### src/hw/rtl/kfl_pkg.sv
`default_nettype none
// ============================================================================
// kfl_pkg: shared types and constants of the keyframe track sampler
// Holds the transaction structs, command and status codes, the key record
// and the back-end state encoding.
// ============================================================================
package kfl_pkg;

    // Default track depth and fixed field widths.
    localparam int MAX_KEYS_DEF = 64;
    localparam int CMD_DEPTH    = 2;
    localparam int OUT_DEPTH    = 2;
    localparam int FRAC_W       = 16;
    localparam int COUNT_W      = 7;

    // Input item kinds.
    localparam logic KIND_LOAD   = 1'b0;
    localparam logic KIND_SAMPLE = 1'b1;

    // One input transaction.
    typedef struct packed {
        logic        kind;
        logic [5:0]  key_index;
        logic [31:0] time_point;
        logic [31:0] value_x;
        logic [31:0] value_y;
        logic [31:0] value_z;
    } in_item_t;

    // One result transaction.
    typedef struct packed {
        logic [31:0] out_x;
        logic [31:0] out_y;
        logic [31:0] out_z;
        logic [5:0]  segment_index;
        logic [1:0]  status;
    } out_item_t;

    // Result status codes.
    typedef enum logic [1:0] {
        STAT_INTERP = 2'd0,
        STAT_SINGLE = 2'd1,
        STAT_AFTER  = 2'd2,
        STAT_BEFORE = 2'd3
    } status_t;

    // Command passed from the front end to the back end.
    typedef enum logic {
        OP_LOAD   = 1'b0,
        OP_SAMPLE = 1'b1
    } cmd_op_t;

    typedef struct packed {
        cmd_op_t     op;
        logic [5:0]  key_index;
        logic [31:0] time_point;
        logic [31:0] value_x;
        logic [31:0] value_y;
        logic [31:0] value_z;
    } cmd_t;

    // One stored key.
    typedef struct packed {
        logic [31:0] tpos;
        logic [31:0] x;
        logic [31:0] y;
        logic [31:0] z;
    } key_t;

    // Back-end sequencer states.
    typedef enum logic [2:0] {
        S_IDLE,
        S_KEY,
        S_FIRST,
        S_SCAN,
        S_DIV,
        S_MUL,
        S_ADD,
        S_PUSH
    } back_state_t;

endpackage
`default_nettype wire

### src/hw/rtl/kfl_fifo.sv
`default_nettype none
// ============================================================================
// kfl_fifo: small show-ahead queue
// Holds up to DEPTH entries; the oldest entry is visible while not empty.
// ============================================================================
module kfl_fifo #(
    parameter int WIDTH = 8,
    parameter int DEPTH = kfl_pkg::CMD_DEPTH
) (
    input  wire logic             clk,
    input  wire logic             rst_n,
    input  wire logic             wr_en,
    input  wire logic [WIDTH-1:0] wr_data,
    output logic                  full,
    input  wire logic             rd_en,
    output logic [WIDTH-1:0]      rd_data,
    output logic                  empty
);

    localparam int AW = (DEPTH > 1) ? $clog2(DEPTH) : 1;
    localparam int CW = $clog2(DEPTH + 1);

    logic [WIDTH-1:0] mem [DEPTH];
    logic [AW-1:0]    wr_ptr_reg;
    logic [AW-1:0]    rd_ptr_reg;
    logic [CW-1:0]    count_reg;
    logic             do_wr;
    logic             do_rd;

    assign full    = (count_reg == CW'(DEPTH));
    assign empty   = (count_reg == '0);
    assign do_wr   = wr_en && !full;
    assign do_rd   = rd_en && !empty;
    assign rd_data = mem[rd_ptr_reg];

    // Storage write.
    always_ff @(posedge clk)
    begin
        if (do_wr)
        begin
            mem[wr_ptr_reg] <= wr_data;
        end
    end

    // Pointers and fill count.
    always_ff @(posedge clk or negedge rst_n)
    begin
        if (!rst_n)
        begin
            wr_ptr_reg <= '0;
            rd_ptr_reg <= '0;
            count_reg  <= '0;
        end
        else
        begin
            if (do_wr)
            begin
                wr_ptr_reg <= (wr_ptr_reg == AW'(DEPTH - 1)) ? '0 : wr_ptr_reg + AW'(1);
            end
            if (do_rd)
            begin
                rd_ptr_reg <= (rd_ptr_reg == AW'(DEPTH - 1)) ? '0 : rd_ptr_reg + AW'(1);
            end
            if (do_wr && !do_rd)
            begin
                count_reg <= count_reg + CW'(1);
            end
            else if (do_rd && !do_wr)
            begin
                count_reg <= count_reg - CW'(1);
            end
        end
    end

endmodule
`default_nettype wire

### config.mk
export PLATFORM = sky130hd
export DESIGN_NAME = kfl_fifo
export DESIGN_NICKNAME = d
export VERILOG_FILES = /design/src/hw/rtl/kfl_pkg.sv /design/src/hw/rtl/kfl_fifo.sv
export SDC_FILE = /design/constraint.sdc
export NUM_CORES = 1
export LEC_CHECK = 0
export ABC_CLOCK_PERIOD_IN_PS = 2780
export BUFFER_PORTS_ARGS = -buffer_cell sky130_fd_sc_hd__buf_2
export CAP_MARGIN = 5
export CORE_UTILIZATION = 50
export DETAILED_ROUTE_END_ITERATION = 6
export PLACE_DENSITY = 0.77
export SYNTH_ARGS = -nofsm -noshare
export SYNTH_HDL_FRONTEND = slang
export SYNTH_SLANG_ARGS = --single-unit
### constraint.sdc
create_clock -name clk -period 2.78 [get_ports clk]
set_clock_uncertainty 0.05 [all_clocks]
set_input_delay 0.278 -clock clk [delete_from_list [all_inputs] [get_ports clk]]
set_output_delay 0.278 -clock clk [all_outputs]
set_load 0.005 [all_outputs]
# Word level (Yosys, flattened, before mapping)

Memories as Yosys holds them, arrays and structs flattened.
Index checks and enable logic that the tools add are counted.

Memory bits (writable): 16
Input port bits: 12
Output and inout port bits: 10
Logic and storage cells: 25
Memories kept: 1
Register bits: 4

Memory list:

| memory | words | width | read ports | clocked after Yosys merged registers in | write ports | RTL line       | RTL |
|---|---|---|---|---|---|---|---|
| mem    | 2     | 8     | 1          | 0                                       | 1           | kfl_fifo.sv:23 | `logic [WIDTH-1:0] mem [DEPTH];` |

Add/subtract/negate cells: 4
Equality and inequality tests: 1
Reduce and logical (&&, ||, !) cells: 10
Muxes and demuxes: 6

Operators with widths:

| operator              | count |
|---|---|
| $logic_and A1 B1 Y1   | 4 |
| $logic_not A1 Y1      | 4 |
| $mux W1               | 4 |
| $mux W2               | 2 |
| $add A1 B1 Y1 const B | 2 |
| $add A2 B1 Y2 const B | 1 |
| $eq A2 B2 Y1 const B  | 1 |
| $logic_not A2 Y1      | 1 |
| $reduce_bool A2 Y1    | 1 |
| $sub A2 B1 Y2 const B | 1 |

# Longest topological paths before layout

Word-level depth: 7
Depth in mapped cells: 7
Depth with buffers taken out: 7

# Least setup slack after synthesis

No wires, ideal clock.

Path type: reg2reg
Start: register count_reg[0]
End: memory mem[0][0], enable pin
Setup slack: 1338 ps
Cell stages (with the launch flop): 4
Path buffers: 0
Arrival: 1022 ps
Clock period less this slack: 1442 ps
Library setup time: 370 ps
Required time: 2360 ps
Path through: dfrtp_1 nand2b_1 nand2_2 nor2_1

Longest elaborated chain between the ends: 5

Ends and longest elaborated chain:

| element                       | RTL line       | RTL |
|---|---|---|
| start: declaration            | kfl_fifo.sv:26 | `logic [CW-1:0] count_reg;` |
| start signal: assignment      | kfl_fifo.sv:66 | `count_reg <= count_reg + CW'(1);` |
| start signal: assignment      | kfl_fifo.sv:70 | `count_reg <= count_reg - CW'(1);` |
| $eq A2 B2 Y1                  | kfl_fifo.sv:30 | `assign full = (count_reg == CW'(DEPTH));` |
| $logic_not A1 Y1              | kfl_fifo.sv:32 | `assign do_wr = wr_en && !full;` |
| $logic_and A1 B1 Y1           | kfl_fifo.sv:32 |  |
| $mux W1                       | kfl_fifo.sv:39 | `if (do_wr)` |
| $mux W1 (implied by the code) | kfl_fifo.sv:41 | `mem[wr_ptr_reg] <= wr_data;` |
| end: declaration              | kfl_fifo.sv:23 |  |

Every way passes these cells.

# Final worst setup path

Start: register rd_ptr_reg
End: output rd_data[1]

Longest elaborated chain between the ends: 1

Ends and longest elaborated chain:

| element                  | RTL line       | RTL |
|---|---|---|
| start: declaration       | kfl_fifo.sv:25 | `logic [AW-1:0] rd_ptr_reg;` |
| start signal: assignment | kfl_fifo.sv:62 | `rd_ptr_reg <= (rd_ptr_reg == AW'(DEPTH - 1)) ? '0 : rd_ptr_reg + AW'(1);` |
| $mem_v2 Z2 W8            | --             |  |
| end: declaration         | kfl_fifo.sv:16 | `output logic [WIDTH-1:0] rd_data,` |

Every way passes these cells.

==> results.md <==
* Die width at 41.55 um
* Worst slack at placement at 1126 ps
* DRC Markers at 0
* Net count after synthesis at 57
* Diode count at 0
* Static leakage at 0.3934 nW
* Tcrit/Tclk final at 61.05%
* Iteration-0 DRC Markers at 7
* Main combinational cell family by area after synthesis: multiplexers
* Initial antenna violation count at 0
* Synth warnings at 0
* Status: complete, no violations
* Clk Latency, worst-skew pair at 280 ps
* Setup crit end kind: primary output
* Ys async rst share at 20.00%
* Worst EP arrival at ~1400 ps
* Top post-synthesis cells by area: edfxtp_1 61%, dfrtp_1 13%, mux2_1 8.6%
* Detail Route Antenna Nets at 0
* Ys flop type: edfxtp_1
* Setup TNS at 0 ps
* Clk buf depth at 2
* CP startpoint kind: flip-flop
* Post-Synth Adder-Cell Area at 1.600%
* Pin count of the biggest net entering global routing at 12
* First-pass GRT wire length at approximately 1.8 mm
* Clock Sinks at 20
* Max Cap Viol at 0
* Average size of a mapped cell at 17.77 um^2
* Worst Hold Class: in -> reg
* Final #Nets at 83
* Post-Synth Simple-Gate Area at approximately 3.8%
* Initial core utilization at 56.56%
* Die height at 41.55 um
* Cell taking the most area after synthesis: edfxtp_1
* DIE AREA at 1726 um^2
* Via density at between 5 and 6
* # setup viols final at 0
* Synth Area in XOR/XNOR at under 10%
* Commonest cells in the netlist: 16 x edfxtp_1, 6 x mux2_1, 4 x dfrtp_1
* Post-DP HPWL at 788.4 um
* Max-slew headroom at 56.71%
* Synth cell types at 15
* F_max at 589.2 MHz
* Final-report max-slew violation count at 0
* Minimum clock period at 1697 ps
* Worst Max-Slew Pin Slew at between 600 and 700 ps
* Overall power at ~0.90 mW
* Drt wl/cell at 13.18 um
* GP Congestion at 0.7705
* Clock transition at path regs at ~110 ps
* Worst hold path depth at 1
* Number of global-route vias before repair at 409
* Post-synthesis compound-gate area fraction at less than 1%
* TritonCTS clock tree: done
* Max FFs per register at 16
* Area share of the largest cell type after synthesis at approximately 61%
* Post-synthesis mux area share at 11.52%
* DP Area at 900.9 um^2
* Critical path class: reg -> out
* Total wire length at 1.107 mm
* # IOs at 22
* Setup ws final at 1083 ps
* # fillers at 96
* Flop and latch count out of synthesis at 20
* Count leader, synth: edfxtp_1
* P&R area growth vs syn at 19.84%
* Cell area after synthesis at 782.0 um^2
* Max VDD drop at 0.5183 mV
* RSZ-0062 raised after global routing: false
* P per Cell Area at 958.1 nW/um^2
* Synth Instances at 44
* Reg2reg path depth at 3
* Number of flops mapped to enable cells by yosys at 16
* H-tree depth at 1
* Crit Path Max Fanout at 9
* Clock root buffer: clkbuf_4
* CTS Buf Count at 3
* Seq/Total Area, Yosys at 74.24%
* Layout cell share with drive strength beyond 1 at about two fifths
* Util after Layout at 67.78%
* Design area at around 940 um^2
* Drt pass-1 iters at 4
* Grt ovf at 0
* Routed vias at roughly 420
* Core area at 1383 um^2
* Post_cts resized at 0
* Required @ worst endpoint at 2450 ps
* PortBufs at 21
* GRT Util Overall at 14.61%
* Site Rows at 13
* Final hold vios at 0
-- kinds of logic (layout without fill, tap and decap cells) --
group                      after synthesis  count (layout)
adders and majority gates                1               1
DFF                                     20              20
buffers and inverters                    3              28
xor gates and xnor gates                 5               5
muxes                                    8               8
AOI/OAI and AO/OA                        1               1
and+or+nand+nor                          6               6
-- worst paths after layout --
check,from,to,slack [ps]
max in group asynchronous,rst_n,rd_ptr_reg,2300
setup / recovery,rd_ptr_reg,rd_data[1],1080
hold / removal,wr_data[6],mem[0][6],120
setup reg to reg,count_reg[0],mem[0][2],1150
min in group asynchronous,rst_n,count_reg[1],270
hold reg to reg,count_reg[1],count_reg[1],480
-- where the power goes --
part	switching [mW]	internal [mW]	total (mW)	leakage (nW)
registers	0.0630	0.419	0.482	0.195
logic	0.127	0.154	0.281	0.183
clock network	0.0795	0.0557	0.135	0.0150
-- layer usage --
layer / track usage, % / up-vias / wire length, um / part of all wire, %
met5: 0 / - / 0 / 0
met4: 7.742 / 0 / 10 / 0.90
met3: 3.913 / 2 / 38 / 3.4
met2: 23.13 / 11 / 556 / 50
met1: 18.32 / 200 / 501 / 45
li1: - / 209 / - / -
-- layout by cell type, fill, tap and decap left out --
master / instances
nand2b_1: 1
xnor2_2: 1
clkbuf_4: 3
xor2_1: 2
mux2_2: 2
and3_1: 1
ha_1: 1
buf_2: 21
dlygate4sd3_1: 1
clkbuf_1: 1
nor2_1: 3
edfxtp_1: 16
mux2_1: 6
xnor2_1: 2
dfrtp_1: 4
inv_1: 2
o21ai_1: 1
nand2_2: 1
-- critical path, stage by stage (launching register included) --
cell and delay [ps]:
dfrtp_1 580, mux2_1 370, buf_2 130
-- per-stage QoR --
step | hold WS, ps | cells
floorplan | -67.59 | 44
global placement | 39.12 | 79
detailed placement | 39.32 | 79
CTS | 111.1 | 84
global route | 92.86 | 84
finish | 119.1 | 84
-- what timing repair did --
item | 4_1_cts | 5_1_grt
hold buffers | 1 | 0
hold endpoints to repair | 4 | 0
buffers inserted | 0 | 0
-- final cells by class --
| class | instances | area [um^2] | share of cell area, % |
|---|---|---|---|
| clock buffer | 4 | 26.28 | 2.804 |
| inverter | 2 | 7.507 | 0.8011 |
| multi-input combinational | 21 | 188.9 | 20.16 |
| sequential | 20 | 580.6 | 61.95 |
| tap | 15 | 18.77 | 2.003 |
| timing repair buffer | 22 | 115.1 | 12.28 |
Note: power is estimated with default switching activity, not from simulation.
