`src/hw/rtl/kfl_pkg.sv`:
```
`default_nettype none
// ============================================================================
// kfl_pkg: shared types and constants of the keyframe track sampler
// Holds the transaction structs, command and status codes, the key record
// and the back-end state encoding.
// ============================================================================
package kfl_pkg;

    // Default track depth and fixed field widths.
    localparam int MAX_KEYS_DEF = 64;
    localparam int CMD_DEPTH    = 2;
    localparam int OUT_DEPTH    = 2;
    localparam int FRAC_W       = 16;
    localparam int COUNT_W      = 7;

    // Input item kinds.
    localparam logic KIND_LOAD   = 1'b0;
    localparam logic KIND_SAMPLE = 1'b1;

    // One input transaction.
    typedef struct packed {
        logic        kind;
        logic [5:0]  key_index;
        logic [31:0] time_point;
        logic [31:0] value_x;
        logic [31:0] value_y;
        logic [31:0] value_z;
    } in_item_t;

    // One result transaction.
    typedef struct packed {
        logic [31:0] out_x;
        logic [31:0] out_y;
        logic [31:0] out_z;
        logic [5:0]  segment_index;
        logic [1:0]  status;
    } out_item_t;

    // Result status codes.
    typedef enum logic [1:0] {
        STAT_INTERP = 2'd0,
        STAT_SINGLE = 2'd1,
        STAT_AFTER  = 2'd2,
        STAT_BEFORE = 2'd3
    } status_t;

    // Command passed from the front end to the back end.
    typedef enum logic {
        OP_LOAD   = 1'b0,
        OP_SAMPLE = 1'b1
    } cmd_op_t;

    typedef struct packed {
        cmd_op_t     op;
        logic [5:0]  key_index;
        logic [31:0] time_point;
        logic [31:0] value_x;
        logic [31:0] value_y;
        logic [31:0] value_z;
    } cmd_t;

    // One stored key.
    typedef struct packed {
        logic [31:0] tpos;
        logic [31:0] x;
        logic [31:0] y;
        logic [31:0] z;
    } key_t;

    // Back-end sequencer states.
    typedef enum logic [2:0] {
        S_IDLE,
        S_KEY,
        S_FIRST,
        S_SCAN,
        S_DIV,
        S_MUL,
        S_ADD,
        S_PUSH
    } back_state_t;

endpackage
`default_nettype wire

```
`src/hw/rtl/kfl_front.sv`:
```
`default_nettype none
// ============================================================================
// kfl_front: input side of the sampler
// Holds the key count register, classifies input transactions into load
// and sample commands and drops loads aimed past the end of the track.
// ============================================================================
module kfl_front #(
    parameter int MAX_KEYS = kfl_pkg::MAX_KEYS_DEF
) (
    input  wire logic                         clk,
    input  wire logic                         rst_n,
    input  wire logic                         cfg_we,
    input  wire logic [kfl_pkg::COUNT_W-1:0]  cfg_data,
    input  wire logic                         push,
    input  wire kfl_pkg::in_item_t            item,
    output logic                              full,
    output logic                              cmd_push,
    output kfl_pkg::cmd_t                     cmd,
    input  wire logic                         cmd_full,
    output logic [kfl_pkg::COUNT_W-1:0]       key_count
);

    logic [kfl_pkg::COUNT_W-1:0] key_count_reg;
    logic                        slot_ok;

    // Configuration register.
    always_ff @(posedge clk or negedge rst_n)
    begin
        if (!rst_n)
        begin
            key_count_reg <= kfl_pkg::COUNT_W'(1);
        end
        else if (cfg_we)
        begin
            key_count_reg <= cfg_data;
        end
    end

    assign key_count = key_count_reg;
    assign full      = cmd_full;

    // Classification: a load beyond the track depth is accepted and dropped.
    assign slot_ok  = (int'(item.key_index) < MAX_KEYS);
    assign cmd_push = push && !cmd_full && ((item.kind == kfl_pkg::KIND_SAMPLE) || slot_ok);

    always_comb
    begin
        cmd.op         = (item.kind == kfl_pkg::KIND_SAMPLE) ? kfl_pkg::OP_SAMPLE
                                                             : kfl_pkg::OP_LOAD;
        cmd.key_index  = item.key_index;
        cmd.time_point = item.time_point;
        cmd.value_x    = item.value_x;
        cmd.value_y    = item.value_y;
        cmd.value_z    = item.value_z;
    end

endmodule
`default_nettype wire

```
`config.mk`:
```
export PLATFORM = sky130hd
export DESIGN_NAME = kfl_front
export DESIGN_NICKNAME = d
export VERILOG_FILES = /design/src/hw/rtl/kfl_pkg.sv /design/src/hw/rtl/kfl_front.sv
export SDC_FILE = /design/constraint.sdc
export NUM_CORES = 1
export LEC_CHECK = 0
export BUFFER_PORTS_ARGS = -buffer_cell sky130_fd_sc_hd__buf_2
export CORE_AREA = 2 2 112 114
export DETAILED_ROUTE_END_ITERATION = 8
export DIE_AREA = 0 0 114 116
export PLACE_DENSITY = 0.55
export SLEW_MARGIN = 10
export SYNTH_ARGS = -nofsm -noshare
export SYNTH_HDL_FRONTEND = slang
export SYNTH_SLANG_ARGS = --single-unit
```
`constraint.sdc`:
```
create_clock -name clk -period 1.15 [get_ports clk]
set_clock_uncertainty 0.15 [all_clocks]
set_input_delay 0.1725 -clock clk [delete_from_list [all_inputs] [get_ports clk]]
set_output_delay 0.1725 -clock clk [all_outputs]
set_load 0.01 [all_outputs]
```
-- Yosys cells after proc, flatten, opt, wreduce, memory -nomap -nowiden
Cells that the tools add are included.
- mux-type cells: 1
- reductions and logical operators: 2
- operator list (cell ; count):
    logical AND 1 bit ; 1
    logical NOT 1 bit ; 1
    two-way mux 1 bit ; 1
- flip-flop bits (word level): 7
- input bits: 147

-- Logic depth before layout (Yosys ltp)
Gate-level depths: netlist of the first run.
- word-level depth: 2
- gate-level depth with buffers: 2

-- Least setup slack after synthesis of the first run
Ideal clock, no wire load.
- path type: register -> register
- start: reg, netlist name key_count[1]
- end: reg key_count_reg, in the netlist key_count[1]
- data arrival time: 654 ps
- required time: 875 ps
- path slack: 221 ps
- stages on the path, launching flop included: 2
- buffers on the path: 0
- path through: dfrtp_1 mux2_4
- RTL lines (item ; line ; RTL):
    end signal, assigned ; kfl_front.sv:31 ; key_count_reg <= kfl_pkg::COUNT_W'(1);
    end signal, assigned ; kfl_front.sv:35 ; key_count_reg <= cfg_data;
    end, declared ; kfl_front.sv:23 ; logic [kfl_pkg::COUNT_W-1:0] key_count_reg;

-- Final worst setup path of the first run
- start: reg key_count_reg, in the netlist key_count[0]
- end: out key_count[0] (netlist name)
- RTL lines (item ; line ; RTL):
    end, declared ; kfl_front.sv:20 ; output logic [kfl_pkg::COUNT_W-1:0] key_count
No word-level cell between the ends.

==> impl_metrics.csv, run 1 <==
group,metric,value,unit
synthesis,synth_area_leaders,"buf_4 77%, dfrtp_1 11%, mux2_4 8.0%, dfstp_2 2.0%, buf_6 0.85%",
drt,vias,462,
worst_setup_path,critPathSlowestCell,"dfstp_2",
clock_tree,cts_root_buf,"clkbuf_16",
status,status,"complete, but fails checks",
worst_setup_path,cpPeakStageDelay,0.53,ns
timing,tightest_slew,0.226,ns
power_and_ir_drop,leakage,0.264,nW
timing,timing.final.ws_setup,-0.0356,ns
placement,port_buffers,20,
run,cap_violations,0,
floorplan,core_area,11900,um2
drt,drc,0,
worst_hold_path,whs_endpoint,"key_count[2]",
synthesis,syn_avg_cell_area,8.68,um2
synthesis,yosys.area.top_type,"buf_4",
worst_hold_path,min-delay-start,"cfg_data[2]",
drt,routed_via_density,2.47,
worst_setup_path,crit_fanout,2,
global_route,antenna_found_initial,0,
worst_setup_path,rr_worst_depth,1,
cells_and_area,fin_util,5.60,%
synthesis,yosysWarnings,0,
clock_tree,cts_sinks,7,
timing,whs,0.0234,ns
drt,wl_per_cell,18.1,um
status,violations,"setup timing",
timing,rsz0062_at_grt,"yes",
clock_tree,cts_buffer_depth,2,
cells_and_area,area_growth,-49.5,%
synthesis,syn_nets,299,
worst_setup_path,crit_cells,1,
timing,maxSlewViolCount,0,
cells_and_area,final_area,667,um2
cells_and_area,final_nets,188,
worst_setup_path,crit_chain,"buf_6",
placement,gp_congestion,0.596,
timing,hold_violations,0,
worst_setup_path,end_kind,"output pin",
worst_setup_path,arrival,0.86,ns
drt,drt_iter0_drc,0,
synthesis,synth_cells,152,
global_route,grt_pass1_vias,528,
clock_tree,cts_setup_buffers,0,
timing,fin_crit,1.19,ns
cells_and_area,drive_above_1_share,77.5,%
worst_setup_path,worstSetupPathType,"reg2out",
synthesis,synth_common_cells,"136 x buf_4, 7 x mux2_4, 6 x dfrtp_1",
drt,postRouteAntennaNets,0,
timing,min_period_over_period,103,%
synthesis,synth_edf_count,0,
power_and_ir_drop,irDropWorstVdd,0.768,mV
synthesis,async_flop_share,100,%
worst_setup_path,rrSetupSlack,0.24,ns
synthesis,yosysTopAreaCellShare,77.3,%
global_route,grt_pass1_wl,3800,um
clock_tree,cts.htree.levels,1,
synthesis,post-synth-top-count-cell,"buf_4",
timing,max_slew_margin,84.9,%
cells_and_area,diodes,0,
cells_and_area,fillerInstances,1412,
clock_tree,cts_tree,"yes",
worst_setup_path,cp.buffers_inverters,1,
global_route,grt_usage,4.36,%
floorplan,die_area,13200,um2
floorplan,die_x,114,um
floorplan,die_h,116,um
worst_setup_path,regToRegEndpoint,"key_count[1]",
global_route,grt_overflow,0,
worst_hold_path,min_path_type,"in2reg",
synthesis,syn-cell-area,1320,um2
synthesis,synth_cell_types,6,
timing,max_freq,843,MHz
worst_hold_path,holdPathStages,2,
synthesis,ys_seq_elements,7,
worst_setup_path,crit_path_start_kind,"flop",
synthesis,seq_area_frac_synth,13.4,%
power_and_ir_drop,total_power,0.00101,W
worst_setup_path,crit_family,"flip-flops",
floorplan,row_count,40,
placement,placed_cell_area,572,um2
floorplan,start_util,11.1,%
synthesis,synth_top_flop_cell,"dfrtp_1",
worst_setup_path,critPathRequiredTime,0.83,ns
drt,dr.pass1.iters,1,
clock_tree,clkLatencyLatePin,0.23,ns
power_and_ir_drop,powerDensity,1510,nW/um2
floorplan,ios,291,
clock_tree,numCtsBuffers,3,
clock_tree,clkTransAtPathRegs,0.04,ns
timing,finalSetupViolCount,1,
drt,drt_wl_total,3380,um
cells_and_area,largest_reg_flops,7,
global_route,grt_start_max_net_pins,8,
worst_setup_path,r2r_start,"key_count[1]",
## per-stage QoR
| step | std cells | TNS, ns | setup WS (ns) |
|---|---|---|---|
| floorplan | 152 | 0 | 0.221 |
| global placement | 182 | 0 | 0.177 |
| detailed placement | 182 | 0 | 0.153 |
| CTS | 187 | -0.0470 | -0.0470 |
| global route | 187 | -0.0704 | -0.0704 |
| finish | 187 | -0.0356 | -0.0356 |
## worst max-delay path by stage
stage	start	end	slack [ns]
after floorplan	key_count[1]	key_count[1]	0.22
after global placement	cfg_we	key_count[4]	0.18
after detailed placement	cfg_we	key_count[5]	0.15
after CTS	key_count[0]	key_count[0]	-0.05
after global routing	key_count[0]	key_count[0]	-0.07
final	key_count[0]	key_count[0]	-0.04
## where the power goes
group / internal (W) / switching [W] / total [W]
Sequential: 0.000275 / 0.0000143 / 0.000290
Clock: 0.000461 / 0.000128 / 0.000589
Combinational: 0.0000754 / 0.0000517 / 0.000127
Total: 0.000812 / 0.000194 / 0.00101
## cells by family after synthesis
group                  synth area share [%]
and+or+nand+nor                       0.474
buffers and inverters                  78.2
muxes                                  7.96
DFF                                    13.4
## timing repair
action	4_1_cts	5_1_grt
endpoints found under the hold margin	7	0
hold buffers	1	0
gates cloned	0	0
endpoints found under the setup margin	1	1
gates resized for setup	2	0
## per-layer routing
metal / vias up / track usage [%] / share of wire [%]
li1: 102 / - / -
met1: 140 / 1.13 / 10
met2: 134 / 5.24 / 36
met3: 86 / 5.28 / 33
met4: 0 / 10.4 / 21
met5: - / 0 / 0
## final cells by class
| class | instances | area, um2 | area share (%) |
|---|---|---|---|
| Clock buffer | 4 | 78.8 | 11.8 |
| Tap cell | 147 | 184 | 27.6 |
| Multi-Input combinational cell | 8 | 111 | 16.7 |
| Timing Repair Buffer | 21 | 116 | 17.4 |
| Sequential cell | 7 | 176 | 26.5 |
## cells in the final DEF (no fill, tap or decap), drive strengths merged
cell / n
buf: 20
mux2: 7
dfrtp: 6
clkbuf: 4
nor2b: 1
dlygate4sd3: 1
dfstp: 1
No activity file was read; power rests on OpenSTA's default activity.
==> inputs of run 2 (changes only) <==
GPL_TIMING_DRIVEN = 0   (was not set)
==> run 2 against run 1 <==
  * The run still ends with setup timing left
  * Global-route usage up 0.97 points
  * Clock power down 0.7%
  * Non-clock buffer count rose by 271
  * Critical path type unchanged
==> impl_metrics.csv, run 2 (synthesis gave the netlist of run 1 again) <==
group,metric,value,unit
floorplan,start_util,11.1,%
clock_tree,cts_root_buf,"clkbuf_16",
run,cap_violations,0,
floorplan,die_area,13200,um2
floorplan,core_area,11900,um2
floorplan,ios,291,
drt,wl_per_cell,10.4,um
worst_hold_path,holdPathStages,2,
worst_hold_path,min_path_type,"in2reg",
global_route,grt_pass1_wl,5380,um
clock_tree,cts_buffer_depth,2,
worst_setup_path,worstSetupPathType,"reg2out",
worst_setup_path,crit_chain,"buf_6",
power_and_ir_drop,leakage,1.45,nW
cells_and_area,largest_reg_flops,7,
clock_tree,clkLatencyLatePin,0.23,ns
global_route,grt_pass1_vias,1185,
power_and_ir_drop,irDropWorstVdd,0.630,mV
cells_and_area,fillerInstances,1328,
timing,finalSetupViolCount,1,
cells_and_area,diodes,0,
power_and_ir_drop,pwr-share-seq,16.8,%
power_and_ir_drop,powerDensity,729,nW/um2
global_route,grt_overflow,0,
timing,min_period_over_period,104,%
worst_setup_path,crit_path_start_kind,"flop",
worst_setup_path,cp.buffers_inverters,1,
worst_setup_path,end_kind,"output pin",
placement,gp_congestion,0.890,
clock_tree,cts.htree.levels,1,
worst_setup_path,critPathSlowestCell,"dfstp_2",
timing,hold_violations,0,
worst_setup_path,critPathRequiredTime,0.83,ns
cells_and_area,final_nets,459,
drt,drc,0,
cells_and_area,area_growth,79.5,%
timing,whs,0.0253,ns
worst_setup_path,crit_cells,1,
global_route,antenna_found_initial,0,
timing,tns,-0.0469,ns
power_and_ir_drop,internal_power,0.00126,W
timing,max_slew_margin,89.9,%
timing,tightest_slew,0.151,ns
drt,postRouteAntennaNets,0,
power_and_ir_drop,total_power,0.00173,W
global_route,grt_start_max_net_pins,8,
cells_and_area,drive_above_1_share,97.1,%
timing,rsz0062_at_grt,"yes",
floorplan,die_x,114,um
power_and_ir_drop,pwr-share-clk,33.9,%
worst_setup_path,cpPeakStageDelay,0.54,ns
placement,port_buffers,154,
drt,routed_via_density,3.06,
worst_setup_path,rrSetupSlack,0.24,ns
worst_setup_path,rr_worst_depth,1,
cells_and_area,fin_util,19.9,%
drt,vias,1400,
status,status,"complete, but fails checks",
power_and_ir_drop,netSwitchingFraction,26.9,%
clock_tree,cts_tree,"yes",
floorplan,die_h,116,um
drt,drt_iter0_drc,7,
clock_tree,cts_setup_buffers,0,
clock_tree,cts_sinks,7,
drt,dr.pass1.iters,4,
timing,fin_crit,1.20,ns
power_and_ir_drop,pwr-share-comb,49.3,%
placement,dpl.hpwl,4460,um
clock_tree,clkTransAtPathRegs,0.03,ns
worst_setup_path,crit_family,"flip-flops",
status,violations,"setup timing",
floorplan,row_count,40,
cells_and_area,layout_commonest_cell,"buf_2",
drt,drt_wl_total,4760,um
worst_setup_path,arrival,0.87,ns
timing,timing.final.ws_setup,-0.0469,ns
worst_setup_path,crit_fanout,2,
timing,max_freq,835,MHz
cells_and_area,final_cell_mix,"153 x buf_2, 136 x buf_4, 7 x mux2_4",
power_and_ir_drop,p_sw,0.000464,W
clock_tree,numCtsBuffers,3,
global_route,grt_usage,5.32,%
timing,maxSlewViolCount,0,
## run 2: repair_timing
action                     4_1_cts  5_1_grt
gates cloned                     0        0
hold buffers                     1        0
resized for setup                2        0
setup endpoints to repair        1        1
hold endpoints to repair         7        0
## run 2: worst paths after layout
| kind | from | endpoint |
|---|---|---|
| max | key_count[0] | key_count[0] |
| min | cfg_data[1] | key_count[1] |
| max reg2reg | key_count[3] | key_count[3] |
| min reg2reg | key_count[1] | key_count[1] |
| max in group asynchronous | rst_n | key_count[0] |
| min in group asynchronous | rst_n | key_count[6] |
## run 2: metrics by stage
step           setup WS, ns  instances  area [um2]
4_1_cts             -0.0555        458        2370
5_1_grt             -0.0729        458        2370
3_5_place_dp          0.170        453        2270
2_1_floorplan         0.221        152        1320
6_report            -0.0469        458        2370
3_3_place_gp          0.166        453        2270
## run 2: power groups by stage
| stage | Sequential [W] | Combinational (W) | Clock (W) |
|---|---|---|---|
| after CTS | 0.000291 | 0.000864 | 0.000601 |
| after floorplan | 0.000303 | 0.000539 | 0 |
| after global placement | 0.000292 | 0.000852 | 0 |
| final | 0.000290 | 0.000851 | 0.000585 |
| after global routing | 0.000294 | 0.000908 | 0.000613 |
| after detailed placement | 0.000290 | 0.000856 | 0 |
## run 2: area by class of cell
| cell class | instances | area [um2] | area share [%] |
|---|---|---|---|
| Buffer | 137 | 1030 | 43.6 |
| Timing Repair Buffer | 155 | 787 | 33.2 |
| Tap cell | 147 | 184 | 7.76 |
| Sequential cell | 7 | 176 | 7.44 |
| Multi-Input combinational cell | 8 | 111 | 4.70 |
| Clock buffer | 4 | 78.8 | 3.33 |
## run 2: per-layer routing
| layer | global-route usage (%) | up-vias | wire length, um |
|---|---|---|---|
| met5 | 0 | - | 0 |
| met4 | 2.68 | 0 | 54 |
| met3 | 0.994 | 2 | 644 |
| met2 | 11.1 | 164 | 2700 |
| met1 | 4.82 | 591 | 1360 |
| li1 | - | 643 | - |
==> inputs of run 3 (changes only) <==
CTS_BUF_LIST = sky130_fd_sc_hd__clkbuf_16   (was not set)
==> run 3 against run 2 <==
  * The flow still finishes with violations (setup timing)
  * Final area stayed put
  * Flip-flop and latch count unchanged
  * Die area did not move
  * Global-route usage is the same
  * Worst hold slack about the same
  * Sequential power about the same
  * Sequential share of layout area unchanged
  * First-iteration DRC count unchanged
  * Utilization unchanged
  * Maximum frequency about the same
  * Clock power down 1%
  * Critical path type unchanged
==> impl_metrics.csv, run 3 (synthesis gave the netlist of run 1 again) <==
group,metric,value,unit
status,violations,"setup timing",
floorplan,die_area,13200,um2
clock_tree,cts_buffer_depth,2,
worst_setup_path,end_kind,"output pin",
drt,wl_per_cell,10.4,um
worst_setup_path,crit_family,"flip-flops",
floorplan,row_count,40,
power_and_ir_drop,total_power,0.00172,W
power_and_ir_drop,irDropWorstVdd,0.631,mV
global_route,grt_overflow,0,
cells_and_area,diodes,0,
clock_tree,cts.htree.levels,1,
clock_tree,cts_root_buf,"clkbuf_16",
placement,dp_slack,0.170,ns
global_route,grt_pass1_wl,5380,um
worst_setup_path,cp.buffers_inverters,1,
floorplan,die_h,116,um
timing,finalSetupViolCount,1,
floorplan,die_x,114,um
drt,dr.pass1.iters,4,
timing,maxSlewViolCount,0,
worst_setup_path,crit_chain,"buf_6",
cells_and_area,area_growth,79.5,%
cells_and_area,layout_commonest_cell,"buf_2",
drt,vias,1402,
timing,max_freq,835,MHz
cells_and_area,fin_util,19.9,%
timing,rsz0062_at_grt,"yes",
worst_setup_path,worstSetupPathType,"reg2out",
status,status,"complete, but fails checks",
timing,timing.final.ws_setup,-0.0470,ns
worst_setup_path,critPathRequiredTime,0.83,ns
placement,gp_congestion,0.890,
clock_tree,clkLatencyLatePin,0.23,ns
global_route,antenna_found_initial,0,
timing,hold_violations,0,
placement,port_buffers,154,
cells_and_area,final_nets,459,
placement,dpl.hpwl,4460,um
global_route,grt_start_max_net_pins,8,
timing,fin_crit,1.20,ns
drt,drt_wl_total,4770,um
worst_setup_path,critPathSlowestCell,"dfstp_2",
clock_tree,clkTransAtPathRegs,0.04,ns
floorplan,ios,291,
worst_setup_path,cpPeakStageDelay,0.54,ns
floorplan,start_util,11.1,%
clock_tree,cts_setup_buffers,0,
timing,max_slew_margin,89.7,%
cells_and_area,final_cell_mix,"153 x buf_2, 136 x buf_4, 7 x mux2_4",
drt,postRouteAntennaNets,0,
clock_tree,cts_sinks,7,
timing,tns,-0.0470,ns
worst_setup_path,crit_path_start_kind,"flop",
worst_setup_path,arrival,0.87,ns
clock_tree,cts_tree,"yes",
drt,drt_iter0_drc,7,
power_and_ir_drop,powerDensity,725,nW/um2
clock_tree,numCtsBuffers,3,
drt,routed_via_density,3.06,
floorplan,core_area,11900,um2
timing,min_period_over_period,104,%
global_route,grt_pass1_vias,1185,
worst_setup_path,crit_fanout,2,
power_and_ir_drop,leakage,1.46,nW
global_route,grt_usage,5.32,%
cells_and_area,largest_reg_flops,7,
drt,drc,0,
worst_hold_path,min_path_type,"in2reg",
cells_and_area,drive_above_1_share,97.1,%
timing,tightest_slew,0.154,ns
run,cap_violations,0,
==> run 3: cell count changes in the layout (fill, tap and decap cells not counted), sizes merged <==
cell    previous run  this run
inv                0         1
clkbuf             4         3
==> run 3: what timing repair did <==
| item | CTS | global route |
|---|---|---|
| gates cloned | 0 | 0 |
| hold endpoints to repair | 7 | 0 |
| gates resized for setup | 2 | 0 |
| endpoints found under the setup margin | 1 | 1 |
| pin swaps | 0 | 0 |
| hold buffers | 1 | 0 |
==> run 3: path summary, 6_finish.rpt <==
kind                              start           end  slack, ns  depth (start not counted)
min                         cfg_data[4]  key_count[4]       0.03                          2
max                        key_count[0]  key_count[0]      -0.05                          1
min reg2reg                key_count[1]  key_count[1]       0.36                          1
min in group asynchronous         rst_n  key_count[6]       0.17                          2
max in group asynchronous         rst_n  key_count[0]       0.45                          2
max reg2reg                key_count[3]  key_count[3]       0.24                          1
==> run 3: power by group <==
group          internal, W  total [W]  switching, W
clock network     0.000452   0.000577      0.000125
registers         0.000275   0.000290     0.0000151
logic             0.000526   0.000851      0.000325
==> run 3: per-stage QoR <==
stage                     cell area [um2]  cells  hold WS, ns
after floorplan                      1320    152       -0.273
after global placement               2270    453       -0.143
after detailed placement             2270    453       -0.138
after CTS                            2370    458       0.0209
after global routing                 2370    458       0.0231
final                                2370    458       0.0253
==> run 3: cell type report <==
class | count | area, um2
plain buffers | 137 | 1030
clock buffers | 3 | 75.1
clock inverters | 1 | 3.75
fillers | 1328 | 9540
multi-input cells | 8 | 111
flip-flops and latches | 7 | 176
well taps | 147 | 184
repair buffers | 155 | 787
==> run 3: per-layer routing <==
metal | vias up | GRT usage [%] | share of wire, % | routed length, um
li1 | 643 | - | - | -
met1 | 593 | 4.82 | 29 | 1370
met2 | 164 | 11.1 | 57 | 2700
met3 | 2 | 0.994 | 14 | 644
met4 | 0 | 2.68 | 1.1 | 54
met5 | - | 0 | 0 | 0
